[config.mk]
export PLATFORM = sky130hd
export DESIGN_NAME = tpm_eval
export DESIGN_NICKNAME = d
export VERILOG_FILES = /design/src/sv/assert_macros.svh /design/src/sv/tpm_pkg.sv /design/src/sv/tpm_eval.sv
export SDC_FILE = /design/constraint.sdc
export NUM_CORES = 1
export LEC_CHECK = 0
export BUFFER_PORTS_ARGS = -buffer_cell sky130_fd_sc_hd__buf_2
export CAP_MARGIN = 0
export CORE_UTILIZATION = 63
export DETAILED_ROUTE_END_ITERATION = 12
export PLACE_DENSITY = 0.92
export SETUP_SLACK_MARGIN = 0.4
export SYNTH_ARGS = -nofsm -noshare
export SYNTH_HDL_FRONTEND = slang
export SYNTH_SLANG_ARGS = --single-unit
[constraint.sdc]
create_clock -name clock -period 14.03 [get_ports clock]
set_clock_uncertainty 0.15 [all_clocks]
set_input_delay 1.403 -clock clock [delete_from_list [all_inputs] [get_ports clock]]
set_output_delay 1.403 -clock clock [all_outputs]
set_load 0.02 [all_outputs]
[src/sv/assert_macros.svh]
`ifndef ASSERT_MACROS_SVH
`define ASSERT_MACROS_SVH
`ifndef ASSERT_OFF
`define TPM_ASSERT(label, clk, rst, prop) \
   label: assert property (@(posedge clk) disable iff (rst) prop) \
      else $error("tpm assertion failed");
`define TPM_ASSERT_ALWAYS(label, clk, prop) \
   label: assert property (@(posedge clk) prop) \
      else $error("tpm assertion failed");
`else
`define TPM_ASSERT(label, clk, rst, prop)
`define TPM_ASSERT_ALWAYS(label, clk, prop)
`endif
`endif

[src/sv/tpm_pkg.sv]
package tpm_pkg;

   localparam int NumCoeffs  = 4;
   localparam int NumPoints  = 7;
   localparam int NumStages  = 7;

   localparam int AWidth     = 24;
   localparam int BWidth     = 8;
   localparam int XWidth     = 28;
   localparam int YWidth     = 13;
   localparam int ModWidth   = 27;

   localparam int StageEval  = 0;
   localparam int StageMul   = 1;
   localparam int StageLinA  = 2;
   localparam int StageLinB  = 3;
   localparam int StageLinC  = 4;
   localparam int StageInv   = 5;
   localparam int StageOut   = 6;

   localparam logic [ModWidth-1:0] Inv3  = 27'h2AAAAAB;
   localparam logic [ModWidth-1:0] Inv9  = 27'h0E38E39;
   localparam logic [ModWidth-1:0] Inv15 = 27'h6EEEEEF;

   typedef logic [31:0]                       word_type;
   typedef word_type [NumCoeffs-1:0]          coeff_word_type;
   typedef word_type [NumPoints-1:0]          eval_type;
   typedef logic [NumCoeffs-1:0][AWidth-1:0]  a_poly_type;
   typedef logic [NumCoeffs-1:0][BWidth-1:0]  b_poly_type;
   typedef logic [NumPoints-1:0][XWidth-1:0]  x_vec_type;
   typedef logic [NumPoints-1:0][YWidth-1:0]  y_vec_type;
   typedef logic [NumPoints-1:0][ModWidth-1:0] w_vec_type;
   typedef logic [NumCoeffs-1:0][AWidth-1:0]  prod_type;

   typedef struct packed {
      logic [NumStages-1:0] load;
   } pipe_ctl_type;

   // Values at inf, 2, 1, -1, 1/2 (times 8), -1/2 (times 8) and 0, mod 2^32.
   function automatic eval_type evaluate(input coeff_word_type c);
      eval_type e;
      e[0] = c[3];
      e[1] = c[0] + (c[1] << 1) + (c[2] << 2) + (c[3] << 3);
      e[2] = c[0] + c[1] + c[2] + c[3];
      e[3] = c[0] - c[1] + c[2] - c[3];
      e[4] = (c[0] << 3) + (c[1] << 2) + (c[2] << 1) + c[3];
      e[5] = (c[0] << 3) - (c[1] << 2) + (c[2] << 1) - c[3];
      e[6] = c[0];
      return e;
   endfunction

endpackage

[src/sv/tpm_eval.sv]
module tpm_eval (
   input  logic                  clock,
   input  tpm_pkg::pipe_ctl_type ctl,
   input  tpm_pkg::a_poly_type   a_poly,
   input  tpm_pkg::b_poly_type   b_poly,
   output tpm_pkg::x_vec_type    x_vec,
   output tpm_pkg::y_vec_type    y_vec
);

   tpm_pkg::coeff_word_type a_word;
   tpm_pkg::coeff_word_type b_word;
   tpm_pkg::eval_type       ea;
   tpm_pkg::eval_type       eb;
   tpm_pkg::x_vec_type      x_in;
   tpm_pkg::y_vec_type      y_in;
   tpm_pkg::x_vec_type      x_ff;
   tpm_pkg::y_vec_type      y_ff;

   always_comb begin
      for (int i = 0; i < tpm_pkg::NumCoeffs; i++) begin
         a_word[i] = {8'd0, a_poly[i]};
         b_word[i] = {24'd0, b_poly[i]};
      end
      ea = tpm_pkg::evaluate(a_word);
      eb = tpm_pkg::evaluate(b_word);
      // Keep the low bits and let the top bit carry the sign of the full sum.
      for (int p = 0; p < tpm_pkg::NumPoints; p++) begin
         x_in[p] = {ea[p][31], ea[p][26:0]};
         y_in[p] = {eb[p][31], eb[p][11:0]};
      end
   end

   always_ff @(posedge clock) begin
      if (ctl.load[tpm_pkg::StageEval]) begin
         x_ff <= x_in;
         y_ff <= y_in;
      end
   end

   assign x_vec = x_ff;
   assign y_vec = y_ff;

endmodule

==> flow_metrics.tcl <==
set metrics [dict create \
    fillers 2346 \
    max-slew-margin-rel_pct 30.5 \
    multiInputGateArea_um2 14700 \
    grt-ovfl-total 0 \
    slew_violations 0 \
    outcome "completed" \
    rsz0062_at_grt "false" \
    die_h_um 195 \
    wl_um 62100 \
    synth_area_leaders "edfxtp_1 (32%), fa_1 (21%), ha_1 (14%), xnor2_1 (5.5%), inv_1 (4.2%)" \
    antenna_found_initial 5 \
    worstMarginPinSlew_ps 1040 \
    yosysSeqAreaShare_pct 32.2 \
    port_buffers 389 \
    finalNonFillerCells 2972 \
    async_reset_ff_share_pct 0 \
    crit_chain "buf_2, inv_1, ha_1, fa_1, nor2b_1, o21ai_0, a21boi_0, nor3_1, a21oi_1, xnor2_1, fa_1, inv_1, ha_1, or3_1, a2111o_1, a311o_1, a41o_1, a41o_1, o21ai_0, xnor2_1" \
    crit_family "compound AO/OA/AOI/OAI gates" \
    setup_tns_ps 0 \
    first_iter_violations 1282 \
    place_hpwl_um 48800 \
    area_growth_pct 14.6 \
    drc_errors 0 \
    cpPeakStageDelay_ps 480 \
    synth_fa_ha_area_share_pct 34.6 \
    postCtsHoldBufs 0 \
    die_width_um 195 \
    vdd_drop_max_mv 0.161 \
    design.die.area_um2 37900 \
    cp-startpoint "a_poly[0]" \
    pin_count 423 \
    synth_top_family_by_area "adder cells" \
    cts.sinks 251 \
    post_drt_wl_per_cell_um 20.9 \
    ff_latch_area_um2 7540 \
    cts_root_buf "clkbuf_16" \
    layout.nets 3117 \
    ys_types 68 \
    post_cts_resize_count 0 \
    hold_violations 0 \
    synth_top_area_share_pct 32.2 \
    cts_buffers 28 \
    grt_pass1_vias 18500 \
    place.gp.congestion 0.991 \
    cts_tree "built" \
    timing.final.crit_share_pct 45.5 \
    vias 18100 \
    finalCriticalPeriod_ps 6380 \
    crit_path_end_kind "flop" \
    drv_cap 0 \
    rows 70 \
    netlist_area_um2 23400 \
    synthCells 2070 \
    grt_max_degree 108 \
    finalSetupViolCount 0 \
    start_kind "input pin" \
    cp-endpoint "x_vec[107]" \
    muxShareOfSynthArea_pct 0.128 \
    slowest_stage "fa_1" \
    worstPathRequired_ps 14190 \
    ctsLongestPathBuffers 3 \
    worstPathMaxFanout 6 \
    p_leak_uw 0.0123 \
    first_pass_iters 5 \
    synth_edf_count 251 \
    hold_path.class "in2reg" \
    ys.flop_type "edfxtp_1" \
    syn_avg_cell_area_um2 11.3 \
    clkTransAtPathRegs_ps 60 \
    antenna_left 0 \
    ys_warn_count 0 \
    ys_seq_elements 251 \
    synthSimpleGateAreaFrac_pct 7.14 \
    initial_core_util_pct 63.9 \
    h-tree-depth 1 \
    drive_above_1_share_pct 18.2 \
    worst-path-buf-inv 3 \
    coreArea_um2 36600 \
    synth-xor-area-share_pct 7.64 \
    fmax_mhz 157 \
    synth-compound-area-share_pct 12.9 \
    grt_pass1_wl_um 96000 \
    critPathKind "in2reg" \
    power_density_nw_per_um2 176 \
    post_cts_buffers 0 \
    synth_area_leader_cell "edfxtp_1" \
    avgViaCountPerCell 6.09 \
    critical_path_depth 20 \
    gr-usage-all-layers_pct 32.7 \
    dp_cells 2918 \
    arrival_ps 6540 \
]
[worst min path at each step]
stage | from | to | slack (ps) | cells after the start
floorplan | a_poly[82] | x_vec[10] | 1350 | 0
global placement | b_poly[31] | y_vec[7] | 1560 | 1
detailed placement | b_poly[30] | y_vec[6] | 1560 | 1
CTS | b_poly[30] | y_vec[6] | 960 | 1
global route | b_poly[30] | y_vec[6] | 980 | 1
finish | b_poly[30] | y_vec[6] | 980 | 1
[power breakdown]
part           total (uW)  leakage, uW  switching [uW]  internal (uW)
Sequential           1300      0.00246            87.7           1210
Combinational        2580      0.00938            1590            998
Clock                 821     0.000498             332            489
[layer usage]
metal / part of all wire [%] / vias up / GRT usage, %
met2: 49 / 971 / 56.3
li1: - / 8001 / -
met1: 36 / 8849 / 38.3
met4: 6.9 / 8 / 19.8
met3: 8.0 / 276 / 5.74
met5: 0.079 / - / 0
[cell families after synthesis]
kind of cell    Yosys count
fa+ha+maj               501
compound gates          471
simple gates            338
buf+inv                 301
flops                   251
xor+xnor                204
mux                       3
other cells               1
[stage by stage]
step / utilization [%] / area, um^2 / total power (uW) / setup slack, ps / hold WS, ps
floorplan: - / 23500 / 3080 / 8060 / 1350
global route: 73.2 / 26800 / 4970 / 7350 / 977
finish: 73.2 / 26800 / 4710 / 7650 / 982
CTS: 73.2 / 26800 / 4680 / 7760 / 964
detailed placement: 70.4 / 25800 / 3830 / 7210 / 1560
global placement: 70.4 / 25800 / 3690 / 7390 / 1560
[layout by cell type (no fill, tap or decap), types with 30 or more instances in the layout]
| cell | count |
|---|---|
| nand3_1 | 30 |
| nor2_1 | 101 |
| ha_1 | 259 |
| xnor2_1 | 148 |
| a21o_1 | 83 |
| fa_1 | 242 |
| nor3_1 | 30 |
| a21oi_1 | 156 |
| o21bai_1 | 30 |
| inv_1 | 264 |
| nand2_1 | 60 |
| o21ai_0 | 84 |
| xor2_1 | 56 |
| edfxtp_1 | 251 |
| buf_2 | 388 |
[cells in the mapped netlist, types with 6 or more instances]
| library cell | number |
|---|---|
| a21o_1 | 83 |
| fa_1 | 242 |
| nand2_1 | 60 |
| o2111ai_1 | 6 |
| o211ai_1 | 6 |
| o21bai_1 | 30 |
| a21oi_1 | 156 |
| a21boi_0 | 8 |
| o21ai_0 | 84 |
| nor3_1 | 30 |
| and2_1 | 8 |
| buf_4 | 36 |
| ha_1 | 259 |
| edfxtp_1 | 251 |
| a31o_2 | 6 |
| xor2_1 | 56 |
| xnor2_1 | 148 |
| and3_1 | 14 |
| or2_2 | 8 |
| nor2_1 | 101 |
| a211oi_1 | 10 |
| inv_1 | 264 |
| o21a_1 | 25 |
| nor2b_1 | 27 |
| or3_1 | 7 |
| a31oi_1 | 9 |
| nand3_1 | 30 |
| nand2b_1 | 25 |
[cell type report]
type / count / share of cell area (%)
inverter: 264 / 3.70
clock buffer: 29 / 2.71
clock inverter: 23 / 1.09
tap: 468 / 2.19
timing repair buffer: 391 / 7.36
antenna: 2 / 0.0187
sequential: 251 / 28.1
multi-input combinational: 1544 / 54.8
[sequential cells by signal (all words and copies together) (netlist names)]
signal	flops
y_vec	71
x_vec	180
Power figures use the tool's default switching activity.
