$ cat src/sv/assert_macros.svh
`ifndef ASSERT_MACROS_SVH
`define ASSERT_MACROS_SVH
`ifndef ASSERT_OFF
`define TPM_ASSERT(label, clk, rst, prop) \
   label: assert property (@(posedge clk) disable iff (rst) prop) \
      else $error("tpm assertion failed");
`define TPM_ASSERT_ALWAYS(label, clk, prop) \
   label: assert property (@(posedge clk) prop) \
      else $error("tpm assertion failed");
`else
`define TPM_ASSERT(label, clk, rst, prop)
`define TPM_ASSERT_ALWAYS(label, clk, prop)
`endif
`endif

$ cat src/sv/tpm_pkg.sv
package tpm_pkg;

   localparam int NumCoeffs  = 4;
   localparam int NumPoints  = 7;
   localparam int NumStages  = 7;

   localparam int AWidth     = 24;
   localparam int BWidth     = 8;
   localparam int XWidth     = 28;
   localparam int YWidth     = 13;
   localparam int ModWidth   = 27;

   localparam int StageEval  = 0;
   localparam int StageMul   = 1;
   localparam int StageLinA  = 2;
   localparam int StageLinB  = 3;
   localparam int StageLinC  = 4;
   localparam int StageInv   = 5;
   localparam int StageOut   = 6;

   localparam logic [ModWidth-1:0] Inv3  = 27'h2AAAAAB;
   localparam logic [ModWidth-1:0] Inv9  = 27'h0E38E39;
   localparam logic [ModWidth-1:0] Inv15 = 27'h6EEEEEF;

   typedef logic [31:0]                       word_type;
   typedef word_type [NumCoeffs-1:0]          coeff_word_type;
   typedef word_type [NumPoints-1:0]          eval_type;
   typedef logic [NumCoeffs-1:0][AWidth-1:0]  a_poly_type;
   typedef logic [NumCoeffs-1:0][BWidth-1:0]  b_poly_type;
   typedef logic [NumPoints-1:0][XWidth-1:0]  x_vec_type;
   typedef logic [NumPoints-1:0][YWidth-1:0]  y_vec_type;
   typedef logic [NumPoints-1:0][ModWidth-1:0] w_vec_type;
   typedef logic [NumCoeffs-1:0][AWidth-1:0]  prod_type;

   typedef struct packed {
      logic [NumStages-1:0] load;
   } pipe_ctl_type;

   // Values at inf, 2, 1, -1, 1/2 (times 8), -1/2 (times 8) and 0, mod 2^32.
   function automatic eval_type evaluate(input coeff_word_type c);
      eval_type e;
      e[0] = c[3];
      e[1] = c[0] + (c[1] << 1) + (c[2] << 2) + (c[3] << 3);
      e[2] = c[0] + c[1] + c[2] + c[3];
      e[3] = c[0] - c[1] + c[2] - c[3];
      e[4] = (c[0] << 3) + (c[1] << 2) + (c[2] << 1) + c[3];
      e[5] = (c[0] << 3) - (c[1] << 2) + (c[2] << 1) - c[3];
      e[6] = c[0];
      return e;
   endfunction

endpackage

$ cat src/sv/tpm_interp.sv
module tpm_interp (
   input  logic                  clock,
   input  tpm_pkg::pipe_ctl_type ctl,
   input  tpm_pkg::w_vec_type    w,
   output tpm_pkg::prod_type     prod
);

   localparam int M = tpm_pkg::ModWidth;

   // First linear stage.
   logic [M-1:0] d32, r3a_in, r4a_in, r5a_in;
   logic [M-1:0] r3a_ff, r4a_ff, r5a_ff;
   logic [M-1:0] w0a_ff, w1a_ff, w2a_ff, w4a_ff, w6a_ff;

   // Second linear stage.
   logic [M-1:0] r2x, r1b_in, r2b_in;
   logic [M-1:0] r1b_ff, r2b_ff, r3b_ff, r4b_ff, r5b_ff, w0b_ff, w6b_ff;

   // Third linear stage, ending in the exact divisions by 8 and by 2.
   logic [M-1:0] r1c, d4, d5, d1;
   logic [M-1:0] r4p_in, r5p_in, r1p_in;
   logic [M-1:0] r4p_ff, r5p_ff, r1p_ff, r2c_ff, r3c_ff, w0c_ff, w6c_ff;

   // Multiplications by the odd inverses.
   logic [M-1:0] r4m_in, r1m_in, p15_in;
   logic [M-1:0] r4m_ff, r1m_ff, p15_ff, r2d_ff, r3d_ff, w0d_ff, w6d_ff;

   // Output stage.
   logic [M-1:0]                d15, r5f;
   logic [tpm_pkg::AWidth-1:0]  r2f, r1f;
   tpm_pkg::prod_type           prod_in;
   tpm_pkg::prod_type           prod_ff;

   always_comb begin
      d32    = w[3] - w[2];
      r3a_in = d32 >> 1;
      r4a_in = w[4] + w[5] - (w[0] << 1) - (w[6] << 7);
      r5a_in = w[5] - w[4];
   end

   always_ff @(posedge clock) begin
      if (ctl.load[tpm_pkg::StageLinA]) begin
         r3a_ff <= r3a_in;
         r4a_ff <= r4a_in;
         r5a_ff <= r5a_in;
         w0a_ff <= w[0];
         w1a_ff <= w[1];
         w2a_ff <= w[2];
         w4a_ff <= w[4];
         w6a_ff <= w[6];
      end
   end

   always_comb begin
      r2x    = w2a_ff + r3a_ff;
      r1b_in = w1a_ff + w4a_ff - (r2x << 6) - r2x;
      r2b_in = r2x - w6a_ff - w0a_ff;
   end

   always_ff @(posedge clock) begin
      if (ctl.load[tpm_pkg::StageLinB]) begin
         r1b_ff <= r1b_in;
         r2b_ff <= r2b_in;
         r3b_ff <= r3a_ff;
         r4b_ff <= r4a_ff;
         r5b_ff <= r5a_ff;
         w0b_ff <= w0a_ff;
         w6b_ff <= w6a_ff;
      end
   end

   always_comb begin
      r1c    = r1b_ff + r2b_ff + (r2b_ff << 2) + (r2b_ff << 3) + (r2b_ff << 5);
      d4     = r4b_ff - (r2b_ff << 3);
      d5     = r5b_ff + r1c;
      d1     = r1c + (r3b_ff << 4);
      r4p_in = d4 >> 3;
      r5p_in = d5 >> 1;
      r1p_in = d1 >> 1;
   end

   always_ff @(posedge clock) begin
      if (ctl.load[tpm_pkg::StageLinC]) begin
         r4p_ff <= r4p_in;
         r5p_ff <= r5p_in;
         r1p_ff <= r1p_in;
         r2c_ff <= r2b_ff;
         r3c_ff <= r3b_ff;
         w0c_ff <= w0b_ff;
         w6c_ff <= w6b_ff;
      end
   end

   always_comb begin
      r4m_in = r4p_ff * tpm_pkg::Inv3;
      r1m_in = r1p_ff * tpm_pkg::Inv9;
      p15_in = r5p_ff * tpm_pkg::Inv15;
   end

   always_ff @(posedge clock) begin
      if (ctl.load[tpm_pkg::StageInv]) begin
         r4m_ff <= r4m_in;
         r1m_ff <= r1m_in;
         p15_ff <= p15_in;
         r2d_ff <= r2c_ff;
         r3d_ff <= r3c_ff;
         w0d_ff <= w0c_ff;
         w6d_ff <= w6c_ff;
      end
   end

   always_comb begin
      d15        = r1m_ff - p15_ff;
      r5f        = d15 >> 1;
      r2f        = r2d_ff[tpm_pkg::AWidth-1:0] - r4m_ff[tpm_pkg::AWidth-1:0];
      r1f        = r1m_ff[tpm_pkg::AWidth-1:0] - r5f[tpm_pkg::AWidth-1:0];
      prod_in[0] = w6d_ff[tpm_pkg::AWidth-1:0] - r2f;
      prod_in[1] = r5f[tpm_pkg::AWidth-1:0] - r1f;
      prod_in[2] = r4m_ff[tpm_pkg::AWidth-1:0] - w0d_ff[tpm_pkg::AWidth-1:0];
      prod_in[3] = tpm_pkg::AWidth'(0) - r3d_ff[tpm_pkg::AWidth-1:0]
                   - r1m_ff[tpm_pkg::AWidth-1:0];
   end

   always_ff @(posedge clock) begin
      if (ctl.load[tpm_pkg::StageOut]) begin
         prod_ff <= prod_in;
      end
   end

   assign prod = prod_ff;

endmodule

$ cat config.mk
export PLATFORM = sky130hd
export DESIGN_NAME = tpm_interp
export DESIGN_NICKNAME = d
export VERILOG_FILES = /design/src/sv/assert_macros.svh /design/src/sv/tpm_pkg.sv /design/src/sv/tpm_interp.sv
export SDC_FILE = /design/constraint.sdc
export NUM_CORES = 2
export LEC_CHECK = 0
export BUFFER_PORTS_ARGS = -buffer_cell sky130_fd_sc_hd__buf_2
export CAP_MARGIN = 20
export CORE_MARGIN = 2
export CORE_UTILIZATION = 65
export DETAILED_ROUTE_END_ITERATION = 10
export HOLD_SLACK_MARGIN = 0.06
export PLACE_DENSITY = 0.86
export RECOVER_POWER = 25
export SYNTH_ARGS = -nofsm -noshare
export SYNTH_HDL_FRONTEND = slang
export SYNTH_SLANG_ARGS = --single-unit
$ cat constraint.sdc
create_clock -name clock -period 13.48 [get_ports clock]
set_input_delay 0.674 -clock clock [delete_from_list [all_inputs] [get_ports clock]]
set_output_delay 0.674 -clock clock [all_outputs]
set_load 0.03 [all_outputs]
==> results.cfg <==
[outcome]
status = finished, violations left
failed_checks = capacitance limit, slew limit

[synth]
yosysWarnings = 0
synth_flop_cell = edfxtp_1
syn_area_sq_mm = 0.0583
synth_cell_types = 79
synth_edf_count = 802
ys_async_sr_fraction = 0
yosysSeqAreaShare = 0.413
syn_nets = 6246
synth-seq-cells = 802
syn_area_per_cell_sq_um = 11.9
syn_inst = 4889

[floorplan]
pin_count = 293
start_util = 0.658
core_area_sq_mm = 0.0886
dieArea_sq_mm = 0.0921
rows = 109
die_y_microns = 303
fp.dieW_microns = 303

[worst_setup_path]
worst_path_dominant_cell_family = compound AO/OA/AOI/OAI gates
cp.arrival_ns = 7.69
required_ns = 13.88
worstPathMaxFanout = 6
crit_type = register to register
start_kind = register
slowest_delay_ns = 0.83
r2r_slack_ns = 6.19
timing.rr.start = r2b_ff[0]
critical_path.endpoint_type = register
slowest_stage = a2111oi_0
critPathLaunch = r2b_ff[0]
r2r_end = r1p_ff[23]
rr_worst_depth = 22
critPathBufInv = 1
critical_path.cell_chain = fa_1 -> fa_1 -> ha_1 -> ha_1 -> inv_1 -> fa_1 -> nor2b_1 -> o21ai_1 -> a21bo_2 -> a21o_1 -> a211o_1 -> and4_1 -> a2111oi_0 -> nor2_1 -> a21oi_1 -> xor2_1 -> ha_1 -> and3_1 -> a211o_1 -> o31ai_1 -> xor2_1 -> xnor2_1

[sta]
grt_setup_unrepaired = no
clock_skew_ns = 0.0403
period_needed_ns = 7.29
hold_violations = 0
min_period_over_period = 0.541
max_freq_ghz = 0.137
tightest_slew_ns = 2.14
hold_ws_ns = 0.153
max_slew_margin = -0.428
drv_slew = 100
final.setup.tns_ns = 0
finalSetupViolations = 0

[placement]
portBuffers = 283
place_hpwl_mm = 111
place_inst = 6345
routabilityCongestion = 0.963

[finish]
synthToLayoutAreaGrowth_pct = 10.1
layout.nets = 6629
instances_no_fill = 6511
fin_util = 0.724
drive_gt1_frac = 0.0707

[global_routing]
grt_pass1_wl_mm = 213
grt.total_usage = 0.308
grt_remaining_overflow = 0
grt_max_degree = 118
antenna_found_initial = 8
grt_pass1_vias = 39700

[clock_tree]
cts-root-buf = clkbuf_16
post_cts_buffers = 0
cts_hold_buf = 0
htreeDepth = 3
clkTransAtPathRegs_ns = 0.06
clock-sinks = 802
ctsResizeCount = 0
insertion_delay_ns = 0.70
clockBufferDepth = 3
cts_tree = done
numCtsBuffers = 89

[detailed_routing]
wl_mm = 139
via_count = 37900
drtPass1Iterations = 8
dr.first_iter.drc_count = 3107
post-route-drc-count = 0
vias_per_cell = 5.81
post_drt_wl_per_cell_microns = 21.4
ant_nets = 0

[run]
cap_viol_max_count = 3

[min_path]
hold_path.class = input port to register
hold_path_depth = 1
holdPathEnd = w1a_ff[7]
hp-start = w[34]
## worst max path at each step
stage | endpoint | depth (start not counted)
after floorplan | r1p_ff[23] | 22
after global placement | r1p_ff[23] | 22
after detailed placement | r1p_ff[23] | 22
after CTS | r1p_ff[23] | 22
after global routing | r1p_ff[23] | 22
final | r1p_ff[23] | 22
## cells in the mapped netlist, drive strengths merged, types with 9 or more instances
library cell  count  area share
inv             997       0.064
edfxtp          802        0.41
ha              695        0.15
fa              465        0.16
xnor2           334       0.050
a21oi           232       0.020
nor2            224       0.014
o21ai           141       0.012
nand2           139      0.0089
xor2             99       0.015
a21o             94       0.012
nor3             78      0.0068
nand3            66      0.0057
o21a             64      0.0082
nand2b           50      0.0054
nor2b            47      0.0050
and3             35      0.0038
o21bai           31      0.0040
o31ai            27      0.0035
or3              25      0.0027
a31oi            22      0.0024
a211oi           21      0.0027
and2             16      0.0017
o211ai           15      0.0020
a21boi           12      0.0015
a31o             12      0.0018
or2              12      0.0013
a211o            11      0.0017
nand4            10      0.0011
a2111oi           9      0.0026
o41ai             9      0.0016
## stage by stage
step / cell area, sq um / setup slack, ns
final: 64200 / 6.19
after global placement: 61300 / 6.57
after global routing: 64200 / 6.01
after floorplan: 58300 / 7.53
after detailed placement: 61300 / 6.41
after CTS: 64300 / 6.30
## routing by layer
| layer | global-route usage | routed length (microns) |
|---|---|---|
| met3 | 0.0460 | 10500 |
| met4 | 0.138 | 6280 |
| met5 | 0 | 12 |
| met2 | 0.545 | 70300 |
| met1 | 0.375 | 52200 |
## cell usage in the layout (no fill, tap or decap), types with 9 or more instances in the layout
cell type	count
clkinvlp_4	9
o21ai_0	116
xnor2_1	334
nand4_1	10
nand2b_1	50
nand3_1	66
clkinv_1	18
edfxtp_1	802
o21ai_1	25
nor2_1	224
o211ai_1	14
a31oi_1	22
a21o_1	94
a211o_1	11
bufinv_16	12
buf_4	9
o21a_1	64
a21boi_0	10
fa_1	465
clkbuf_16	90
xor2_1	99
a31o_2	11
nand2_1	139
or2_2	12
and3_1	34
o21bai_1	31
buf_2	187
o31ai_1	27
inv_1	997
or3_1	25
a21oi_1	231
ha_1	695
nor2b_1	47
clkinv_2	14
nor3_1	77
clkbuf_1	103
a211oi_1	21
and2_1	16
## cells by family after synthesis
family                     count (synthesis)  synth area share
DFF                                      802             0.413
and+or+nand+nor                          717            0.0590
AOI/OAI and AO/OA                        774            0.0883
muxes                                      2          0.000365
xor gates and xnor gates                 436            0.0662
adders and majority gates               1160             0.309
buffers and inverters                    998            0.0643
## worst reg2reg max path: stages, from the launching register on
cell and delay (ns):
edfxtp_1 0.53, fa_1 0.59, fa_1 0.43, ha_1 0.31
ha_1 0.22, inv_1 0.09, fa_1 0.46, nor2b_1 0.13
o21ai_1 0.08, a21bo_2 0.24, a21o_1 0.21, a211o_1 0.31
and4_1 0.20, a2111oi_0 0.83, nor2_1 0.18, a21oi_1 0.26
xor2_1 0.50, ha_1 0.36, and3_1 0.17, a211o_1 0.33
o31ai_1 0.28, xor2_1 0.22, xnor2_1 0.09
## area by class of cell
class | instances | area, sq um
Clock inverter | 65 | 734
Inverter | 997 | 3740
Timing Repair Buffer | 293 | 1390
Antenna cell | 1 | 2.50
Clock buffer | 99 | 2290
Multi-Input combinational cell | 3089 | 30500
Sequential cell | 802 | 24100
Tap cell | 1165 | 1460
Fill cell | 5709 | 24500
## sequential cells by signal, indices dropped and copies added (netlist names), 25 cells and up
name and flops:
prod 96, r1b_ff 25, r2b_ff 25, r3a_ff 25, r5a_ff 25, r5b_ff 25, w0a_ff 25, w1a_ff 25
w2a_ff 25, w4a_ff 25, w6a_ff 25
Power is not shown: default switching activity piles up to over one toggle a cycle in this logic, so the estimate is an artifact.
