--- config.mk ---
export PLATFORM = sky130hd
export DESIGN_NAME = tpm_lane
export DESIGN_NICKNAME = d
export VERILOG_FILES = /design/src/sv/assert_macros.svh /design/src/sv/tpm_pkg.sv /design/src/sv/tpm_lane.sv
export SDC_FILE = /design/constraint.sdc
export NUM_CORES = 1
export LEC_CHECK = 0
export ABC_AREA = 1
export BUFFER_PORTS_ARGS = -buffer_cell sky130_fd_sc_hd__buf_2
export CAP_MARGIN = 20
export CORE_UTILIZATION = 45
export DETAILED_ROUTE_END_ITERATION = 10
export GPL_ROUTABILITY_DRIVEN = 1
export RECOVER_POWER = 50
export SETUP_SLACK_MARGIN = 0.1
export SLEW_MARGIN = 20
export SYNTH_ARGS = -nofsm -noshare
export SYNTH_HDL_FRONTEND = slang
export SYNTH_SLANG_ARGS = --single-unit
--- constraint.sdc ---
create_clock -name clock -period 8.6 [get_ports clock]
set_input_delay 1.72 -clock clock [delete_from_list [all_inputs] [get_ports clock]]
set_output_delay 1.72 -clock clock [all_outputs]
set_load 0.02 [all_outputs]
--- src/sv/assert_macros.svh ---
`ifndef ASSERT_MACROS_SVH
`define ASSERT_MACROS_SVH
`ifndef ASSERT_OFF
`define TPM_ASSERT(label, clk, rst, prop) \
   label: assert property (@(posedge clk) disable iff (rst) prop) \
      else $error("tpm assertion failed");
`define TPM_ASSERT_ALWAYS(label, clk, prop) \
   label: assert property (@(posedge clk) prop) \
      else $error("tpm assertion failed");
`else
`define TPM_ASSERT(label, clk, rst, prop)
`define TPM_ASSERT_ALWAYS(label, clk, prop)
`endif
`endif

--- src/sv/tpm_pkg.sv ---
package tpm_pkg;

   localparam int NumCoeffs  = 4;
   localparam int NumPoints  = 7;
   localparam int NumStages  = 7;

   localparam int AWidth     = 24;
   localparam int BWidth     = 8;
   localparam int XWidth     = 28;
   localparam int YWidth     = 13;
   localparam int ModWidth   = 27;

   localparam int StageEval  = 0;
   localparam int StageMul   = 1;
   localparam int StageLinA  = 2;
   localparam int StageLinB  = 3;
   localparam int StageLinC  = 4;
   localparam int StageInv   = 5;
   localparam int StageOut   = 6;

   localparam logic [ModWidth-1:0] Inv3  = 27'h2AAAAAB;
   localparam logic [ModWidth-1:0] Inv9  = 27'h0E38E39;
   localparam logic [ModWidth-1:0] Inv15 = 27'h6EEEEEF;

   typedef logic [31:0]                       word_type;
   typedef word_type [NumCoeffs-1:0]          coeff_word_type;
   typedef word_type [NumPoints-1:0]          eval_type;
   typedef logic [NumCoeffs-1:0][AWidth-1:0]  a_poly_type;
   typedef logic [NumCoeffs-1:0][BWidth-1:0]  b_poly_type;
   typedef logic [NumPoints-1:0][XWidth-1:0]  x_vec_type;
   typedef logic [NumPoints-1:0][YWidth-1:0]  y_vec_type;
   typedef logic [NumPoints-1:0][ModWidth-1:0] w_vec_type;
   typedef logic [NumCoeffs-1:0][AWidth-1:0]  prod_type;

   typedef struct packed {
      logic [NumStages-1:0] load;
   } pipe_ctl_type;

   // Values at inf, 2, 1, -1, 1/2 (times 8), -1/2 (times 8) and 0, mod 2^32.
   function automatic eval_type evaluate(input coeff_word_type c);
      eval_type e;
      e[0] = c[3];
      e[1] = c[0] + (c[1] << 1) + (c[2] << 2) + (c[3] << 3);
      e[2] = c[0] + c[1] + c[2] + c[3];
      e[3] = c[0] - c[1] + c[2] - c[3];
      e[4] = (c[0] << 3) + (c[1] << 2) + (c[2] << 1) + c[3];
      e[5] = (c[0] << 3) - (c[1] << 2) + (c[2] << 1) - c[3];
      e[6] = c[0];
      return e;
   endfunction

endpackage

--- src/sv/tpm_lane.sv ---
module tpm_lane (
   input  logic                          clock,
   input  tpm_pkg::pipe_ctl_type         ctl,
   input  logic [tpm_pkg::XWidth-1:0]    x,
   input  logic [tpm_pkg::YWidth-1:0]    y,
   output logic [tpm_pkg::ModWidth-1:0]  w
);

   logic signed [tpm_pkg::XWidth-1:0]                 xs;
   logic signed [tpm_pkg::YWidth-1:0]                 ys;
   logic signed [tpm_pkg::XWidth+tpm_pkg::YWidth-1:0] prod;
   logic [tpm_pkg::ModWidth-1:0]                      w_in;
   logic [tpm_pkg::ModWidth-1:0]                      w_ff;

   assign xs   = $signed(x);
   assign ys   = $signed(y);
   assign prod = xs * ys;
   assign w_in = prod[tpm_pkg::ModWidth-1:0];

   always_ff @(posedge clock) begin
      if (ctl.load[tpm_pkg::StageMul]) begin
         w_ff <= w_in;
      end
   end

   assign w = w_ff;

endmodule

==> results of run 1 <==
-- stage by stage --
step	cell area [µm²]	utilization [%]	hold WS [ns]	setup WS, ns
finish	9960	48.8	1.92	1.50
global route	9960	48.8	1.94	1.19
CTS	9980	48.9	1.91	1.69
detailed placement	9900	48.4	2.16	1.42
global placement	9900	48.4	2.16	1.41
floorplan	9460	-	1.83	2.04
-- layout by cell type (no fill, tap or decap), types with 2 or more instances in the layout --
cell | Yosys | final
sky130_fd_sc_hd__nand2_1 | 341 | 341
sky130_fd_sc_hd__inv_1 | 326 | 326
sky130_fd_sc_hd__fa_1 | 203 | 203
sky130_fd_sc_hd__ha_1 | 68 | 68
sky130_fd_sc_hd__buf_2 | 1 | 54
sky130_fd_sc_hd__nor2_1 | 33 | 33
sky130_fd_sc_hd__edfxtp_1 | 27 | 27
sky130_fd_sc_hd__nand3_1 | 24 | 24
sky130_fd_sc_hd__a21oi_1 | 20 | 20
sky130_fd_sc_hd__nand2_2 | 14 | 14
sky130_fd_sc_hd__xor2_1 | 14 | 14
sky130_fd_sc_hd__clkbuf_1 | 36 | 14
sky130_fd_sc_hd__xnor2_1 | 10 | 10
sky130_fd_sc_hd__o21ai_0 | 8 | 8
sky130_fd_sc_hd__nand4_1 | 5 | 5
sky130_fd_sc_hd__nor2_2 | 5 | 5
sky130_fd_sc_hd__a31oi_1 | 4 | 4
sky130_fd_sc_hd__or2_2 | 4 | 4
sky130_fd_sc_hd__nor3_1 | 3 | 3
sky130_fd_sc_hd__clkbuf_16 | 0 | 3
sky130_fd_sc_hd__a21o_1 | 2 | 2
sky130_fd_sc_hd__nor4_2 | 2 | 2
sky130_fd_sc_hd__inv_2 | 2 | 2
sky130_fd_sc_hd__nand3b_1 | 2 | 2
sky130_fd_sc_hd__nand2_4 | 2 | 2
-- logic make-up after synthesis --
kind of cell	count (synthesis)
xor gates and xnor gates	24
AOI/OAI and AO/OA	42
buffers and inverters	379
and+or+nand+nor	437
DFF	27
adders and majority gates	271
-- worst paths after layout --
| path | cells after the start | to | slack (ns) |
|---|---|---|---|
| worst max-delay path | 19 | w[26] | 1.50 |
| worst min-delay path | 3 | w[0] | 1.92 |
-- layer usage --
| layer | track usage [%] | wire, µm |
|---|---|---|
| met1 | 30.0 | 9980 |
| met4 | 3.66 | 214 |
| met3 | 1.46 | 858 |
| met5 | 0 | 0 |
| met2 | 37.5 | 10700 |
-- final cells by class --
type / count / area (µm²) / area share (%)
flip-flops and latches: 27 / 811 / 8.14
clock buffers: 3 / 75.1 / 0.753
repair buffers: 68 / 323 / 3.24
inverters: 329 / 1230 / 12.4
clock inverters: 1 / 8.76 / 0.0879
multi-input cells: 774 / 7170 / 72.0
well taps: 270 / 338 / 3.39
==> summary by stage, run 1 <==
Yosys
Of all flip-flops after synthesis, the portion carrying an async set or reset was 0%. The count of distinct cell types in the synthesized netlist is 38. After synthesis, the largest family of logic cells by area is adder cells. The number of warnings reported in the yosys synthesis log is 0. The proportion of netlist area held by the largest area contributor is 43.0%. The synthesized netlist devotes 19.0% of its cell area to simple gates.

Among all flip-flop cells after synthesis, the most frequent one is sky130_fd_sc_hd__edfxtp_1. The sequential fraction of the synthesis area is 8.57%. In this run the mean area of a mapped cell was 8.01 µm².

sky130_fd_sc_hd__fa_1 takes more of the synthesized area than any other cell. Synthesis produced 1180 cells. After synthesis, the share of cell area in mux cells is 0%. The synthesized netlist devotes 2.66% of its cell area to compound gates. The commonest cells after synthesis are 341 x sky130_fd_sc_hd__nand2_1, 326 x sky130_fd_sc_hd__inv_1, 203 x sky130_fd_sc_hd__fa_1. Summing the areas of all fa, ha and maj instances in the mapped netlist gives 52.0% of the synthesized area. The post-synthesis instance area is 9460 µm².

The share of the synthesized netlist area taken by xor and xnor gates is 2.22%. After synthesis, the cell types taking the most area are sky130_fd_sc_hd__fa_1 43%, sky130_fd_sc_hd__nand2_1 14%, sky130_fd_sc_hd__inv_1 13%. The most common cell in the synthesized netlist is sky130_fd_sc_hd__nand2_1. The number of nets in the synthesized netlist is 1500.

The number of flops mapped to enable cells by yosys is 27. Counting flops and latches in the post-synthesis netlist gives 27.

Final layout
The fraction of layout instances using a drive strength above 1 is 7.65%. The final instance count without filler cells is 1472. The filler cell count in the final layout is 2034. The flip-flop count of the largest register, all copies and words added is 27.

From synthesis to final layout, the design area changed by 5.36%. The count of inserted antenna diode cells is 0. The final layout contains 1523 nets.

Global routing
The number of global-route vias before repair is 7368. Across every metal layer, demand over resource in global routing totals 21.5%. The first global-routing pass estimated 36.6 mm of wire. The initial antenna violation count is 0. The maximum number of pins on one net before global-route repair is 29. The total congestion overflow after global routing is 0.

Drt
The remaining design rule violation count is 0. The detail route stage leaves a number of antenna-violating nets equal to 0. The number of violations reported at the end of detailed-routing iteration 0 is 372.

Detailed routing inserted a total of 7060 vias. The first-pass iteration count of the detailed router is 5. In the routed layout, each cell is associated on average with a via count of 4.80.

For this block, the routed nets add up to 21.7 mm of wire. After detailed routing, the average wire length per cell comes to 14.8 µm.

Die
The horizontal extent of the die is 147 µm. For this design the top-level I/O count stands at 76. Measured along the y axis, the die boundary spans 147 µm. In this run the core area contains 52 standard-cell rows. The die area is 21600 µm². The area of the core region is 20400 µm². Once the floorplan was initialized, standard cells occupied 46.3% of the core.

Status
The flow ran to the end, but the final reports show violations. The final reports fail on capacitance limit, slew limit.

Critical path
At the worst endpoint, the arrival time is 7.14 ns. The maximum fanout count along the critical path is 28. The sum of buffers and inverters on the critical path is 5. The startpoint type of the worst setup path is an input port. The required time of the critical path is 8.64 ns.

Walking the worst path, the cells encountered are clkbuf_1, nand2_1, fa_1, inv_1, fa_1, inv_1, fa_1, inv_1, fa_1, ha_1, ha_1, a21oi_1, o21ai_1, nor2_1, inv_1, nand2_1, nand3_1, nand3_1, nand2_1. The cell at the slowest stage of the critical path is sky130_fd_sc_hd__clkbuf_1. The kind of end point of the critical path is a flop. The critical path starts at y[0].

The cell class contributing the biggest share of worst-path delay is adder cells. The delay of the slowest cell on the worst path is 1.13 ns. The setup path with the least slack is of type input port to flop.

STA
The slew of the pin with the lowest slew margin is 1.60 ns. The max-slew violation count is 57. The final hold violation count is 0. The ratio of final minimum period to clock period is 82.5%. The final setup violation count is 0. Setup repair after global routing left no endpoint under its margin. The final setup TNS is 0 ns.

Counting I/O delays and the setup requirement, the final critical path takes 7.10 ns. The worst slew slack as a fraction of its limit is -6.59%. The fmax is 141 MHz.

Clocking
The number of buffers inserted by hold repair at cts is 0. The longest clock path from root to sink contains 2 buffers. The clock net sink count is 27. After clock tree synthesis, the setup repair step added 0 buffers. The clock-pin slew on the worst setup and hold paths is 0.08 ns.

The root cell of the clock tree is sky130_fd_sc_hd__clkbuf_16. The CTS tree is yes. CTS built an H-tree with a depth of 1. Clock tree synthesis inserted a total of 3 buffers. Post-CTS repair changed the size of 0 cells.

Placed design
The number of buffer cells added on primary ports is 68. The routability congestion estimate is 0.857. The cell total after placement is 1468.

The detailed-placement wirelength estimate is 18.0 mm.

Hold path
The worst hold path begins at x[0]. The worst min-delay path class is input port to flop.

Job
Across the run, the number of max-cap violations was 2.
Power of run 1 is not shown: default switching activity piles up to over one toggle a cycle in this logic, so the estimate is an artifact.
==> run 2, diff against run 1 <==
ABC_AREA = 0   (was 1)
clock period = 6.6 ns   (was 8.6 ns; I/O delays follow)
==> summary by stage, run 2 <==
Status
Result of the run: finished with violations (unchanged). Violations in the final reports: capacitance limit, slew limit (unchanged).

Critical path
The sum of buffers and inverters on the critical path is 5 (unchanged). The cell at the slowest stage of the critical path is sky130_fd_sc_hd__fa_1 (was sky130_fd_sc_hd__clkbuf_1). List of cells traversed by the critical path: buf_2, and2_1, fa_1, inv_1, fa_1, inv_1, fa_1, fa_1, inv_1, fa_1, inv_1, ha_1, ha_1, and2_2, and3_1, o2111ai_2, nand4_1, nand4_1, a211o_1, nand3_1 (was clkbuf_1, nand2_1, fa_1, inv_1, fa_1, inv_1, fa_1, inv_1, fa_1, ha_1, ha_1, a21oi_1, o21ai_1, nor2_1, inv_1, nand2_1, nand3_1, nand3_1, nand2_1). Counting stages on the worst path, the most repeated cell is sky130_fd_sc_hd__fa_1. The delay of the slowest cell on the worst path came to 0.55 ns (was 1.13 ns). The critical path arrival is 6.45 ns (was 7.14 ns).

The kind of end point of the critical path was a flop (unchanged). The maximum fanout count along the critical path is 15 (was 28). The critical path class is input port to flop (unchanged). The cell class contributing the biggest share of worst-path delay was adder cells (unchanged). The startpoint type of the worst setup path was an input port (unchanged). The required time of the critical path was 6.75 ns (was 8.64 ns).

Die
The area of the core region is 19500 µm² (was 20400 µm²). The horizontal extent of the die is 143 µm (was 147 µm). The standard-cell row count is 51 (was 52). The number of placed I/O pins is 76 (unchanged).

The floorplan die height came to 143 µm (was 147 µm). The initial core utilization is 46.0% (was 46.3%). The die area came to 20400 µm² (was 21600 µm²).

Yosys
The number of storage elements in the synthesis netlist came to 27 (unchanged). The proportion of netlist area held by the largest area contributor is 45.4% (was 43.0%). The net count of the mapped netlist came to 1266 (was 1500). The count of distinct cell types in the synthesized netlist came to 44 (was 38).

The sequential fraction of the synthesis area was 9.06% (was 8.57%). The number of flops mapped to enable cells by yosys is 27 (unchanged). Synth top cells by count: 203 x sky130_fd_sc_hd__fa_1, 192 x sky130_fd_sc_hd__inv_1, 152 x sky130_fd_sc_hd__nand2_1 (was 341 x sky130_fd_sc_hd__nand2_1, 326 x sky130_fd_sc_hd__inv_1, 203 x sky130_fd_sc_hd__fa_1). The cell taking the most area after synthesis is sky130_fd_sc_hd__fa_1 (unchanged). The mean instance size in the synthesized netlist is 9.46 µm² (was 8.01 µm²). The async set-reset flop share out of synthesis is 0% (unchanged). The cell with the most instances after synthesis is sky130_fd_sc_hd__fa_1 (was sky130_fd_sc_hd__nand2_1). The post-synthesis instance area is 8940 µm² (was 9460 µm²). The number of warnings reported in the yosys synthesis log is 0 (unchanged). The leading register cell type out of synthesis is sky130_fd_sc_hd__edfxtp_1 (unchanged). The cell count after synthesis came to 946 (was 1180). Largest cells by area after synthesis: sky130_fd_sc_hd__fa_1 45%, sky130_fd_sc_hd__ha_1 9.5%, sky130_fd_sc_hd__edfxtp_1 9.1% (was sky130_fd_sc_hd__fa_1 43%, sky130_fd_sc_hd__nand2_1 14%, sky130_fd_sc_hd__inv_1 13%).

Drt
The count of vias placed by the detailed router is 6276 (was 7060). The via density per instance came to 4.90 (was 4.80). The aggregate routed wire length is 20.4 mm (was 21.7 mm). The number of violations reported at the end of detailed-routing iteration 0 came to 334 (was 372). The remaining design rule violation count is 0 (unchanged). The detailed-routed wire length on met3 is 470 µm (was 858 µm). The amount of wire on met2 after detailed routing is 10.6 mm (was 10.7 mm). The per-cell routed wire length came to 15.9 µm (was 14.8 µm). The first-pass iteration count of the detailed router is 5 (unchanged). The top layer used by detailed routing is met4 (unchanged). The count of antenna-violating nets left after detailed routing is 0 (unchanged). The met1 wire length is 9.11 mm (was 9.98 mm).

Clocking
The maximum count of clock buffers along a single path is 2 (unchanged). The clock-pin slew on the worst setup and hold paths is 0.08 ns (about the same). The number of clock buffers inserted by TritonCTS is 3 (unchanged). The CTS tree is yes (unchanged). The root cell of the clock tree is sky130_fd_sc_hd__clkbuf_16 (unchanged). The H-tree depth reported by CTS is 1 (unchanged). The clock net sink count was 27 (unchanged). The number of buffers inserted by hold repair at cts is 0 (unchanged).

Final layout
The most frequent standard cell in the layout excluding fill and tap cells is sky130_fd_sc_hd__fa_1 (was sky130_fd_sc_hd__nand2_1). The storage element area is 811 µm² (unchanged). The layout net count is 1336 (was 1523). The relative area change from synthesis to final layout came to 9.76% (was 5.36%).

Commonest cells after routing, fill and taps aside: 203 x sky130_fd_sc_hd__fa_1, 192 x sky130_fd_sc_hd__inv_1, 152 x sky130_fd_sc_hd__nand2_1 (was 341 x sky130_fd_sc_hd__nand2_1, 326 x sky130_fd_sc_hd__inv_1, 203 x sky130_fd_sc_hd__fa_1). The area of the multi-input gates came to 7240 µm² (was 7170 µm²). The flip-flop count of the largest register, all copies and words added is 27 (unchanged).

The count of inserted antenna diode cells is 0 (unchanged). The filler cell count in the final layout is 1853 (was 2034). The fraction of layout instances using a drive strength above 1 is 11.1% (was 7.65%).

Hold path
The worst min-delay path class was input port to flop (unchanged). The critical hold path startpoint is y[0] (was x[0]). The number of cells traversed by the worst hold path is 2 (was 3). The endpoint of the worst hold-timing path is w[0] (unchanged).

STA
The fmax is 159 MHz. After layout, the worst path uses 95.5% of the clock period. The worst slew slack as a fraction of its limit was -9.18% (was -6.59%).

The final hold slack is 1.66 ns (was 1.92 ns). The final setup TNS is 0 ns (unchanged). The worst path in the final design needs a cycle of 6.30 ns, including I/O delays and setup. The slew of the pin with the lowest slew margin was 1.64 ns (was 1.60 ns).

The max-slew violation count is 28 (was 57). The final setup violation count is 0 (unchanged). The final hold violation count is 0 (unchanged). Setup repair after global routing missed its margin: no (unchanged).

Global routing
The maximum number of pins on one net before global-route repair came to 28 (was 29). The first-pass GRT wire length is 33.4 mm (was 36.6 mm). The initial antenna violation count came to 0 (unchanged). The number of global-route vias before repair is 6528 (was 7368).

The total congestion overflow after global routing is 0 (unchanged). The total global-route track usage came to 21.5% (about the same).

Placed design
The number of buffer cells added on primary ports is 68 (unchanged). The routability congestion estimate is 0.802 (was 0.857). The detailed-placement wirelength estimate came to 17.5 mm (was 18.0 mm).

Job
The number of maximum-capacitance violations was 1 (was 2).
[run 2: kinds of logic (layout without fill, tap and decap cells)]
| family | count (synthesis) | count (layout) | synth area share [%] |
|---|---|---|---|
| buffers and inverters | 237 | 306 | 10.0 |
| AOI/OAI and AO/OA | 55 | 55 | 4.48 |
| adders and majority gates | 271 | 271 | 54.9 |
| DFF | 27 | 27 | 9.06 |
| and+or+nand+nor | 315 | 315 | 17.4 |
| xor gates and xnor gates | 41 | 41 | 4.10 |
[run 2: timing repair]
| item | in CTS | in global routing |
|---|---|---|
| endpoints found under the setup margin | 0 | 1 |
| gates resized for setup | 0 | 0 |
| buffers inserted | 0 | 0 |
[run 2: through the flow]
stage          util, %  instances  area [µm²]  worst slack (ns)
2_1_floorplan        -        946        8940             0.181
3_3_place_gp      50.1       1276        9750            0.0482
3_5_place_dp      50.1       1276        9750            0.0172
4_1_cts           50.5       1280        9840             0.304
5_1_grt           50.4       1280        9820            0.0763
6_report          50.4       1280        9820             0.297
[run 2: area by class of cell]
type                    count  share of cell area, %
multi-input cells         682                   73.7
flip-flops and latches     27                   8.26
inverters                 192                   7.34
repair buffers            110                   6.47
well taps                 265                   3.38
clock buffers               3                  0.765
clock inverters             1                 0.0892
[run 2: how the worst max path moves through the flow]
| stage | startpoint | endpoint | slack, ns | cells past startpoint |
|---|---|---|---|---|
| 6_report | y[1] | w[25] | 0.30 | 20 |
| 5_1_grt | x[0] | w[25] | 0.08 | 18 |
| 4_1_cts | y[1] | w[25] | 0.30 | 20 |
| 3_5_place_dp | y[1] | w[25] | 0.02 | 20 |
| 3_3_place_gp | y[1] | w[26] | 0.05 | 21 |
| 2_1_floorplan | y[7] | w[19] | 0.18 | 20 |
[run 2: metal layers]
layer / vias up / global-route usage, %
li1: 2940 / -
met1: 3214 / 29.2
met2: 109 / 38.3
met3: 13 / 0.771
met4: 0 / 4.36
met5: - / 0
Power of run 2 is left out for the same reason.
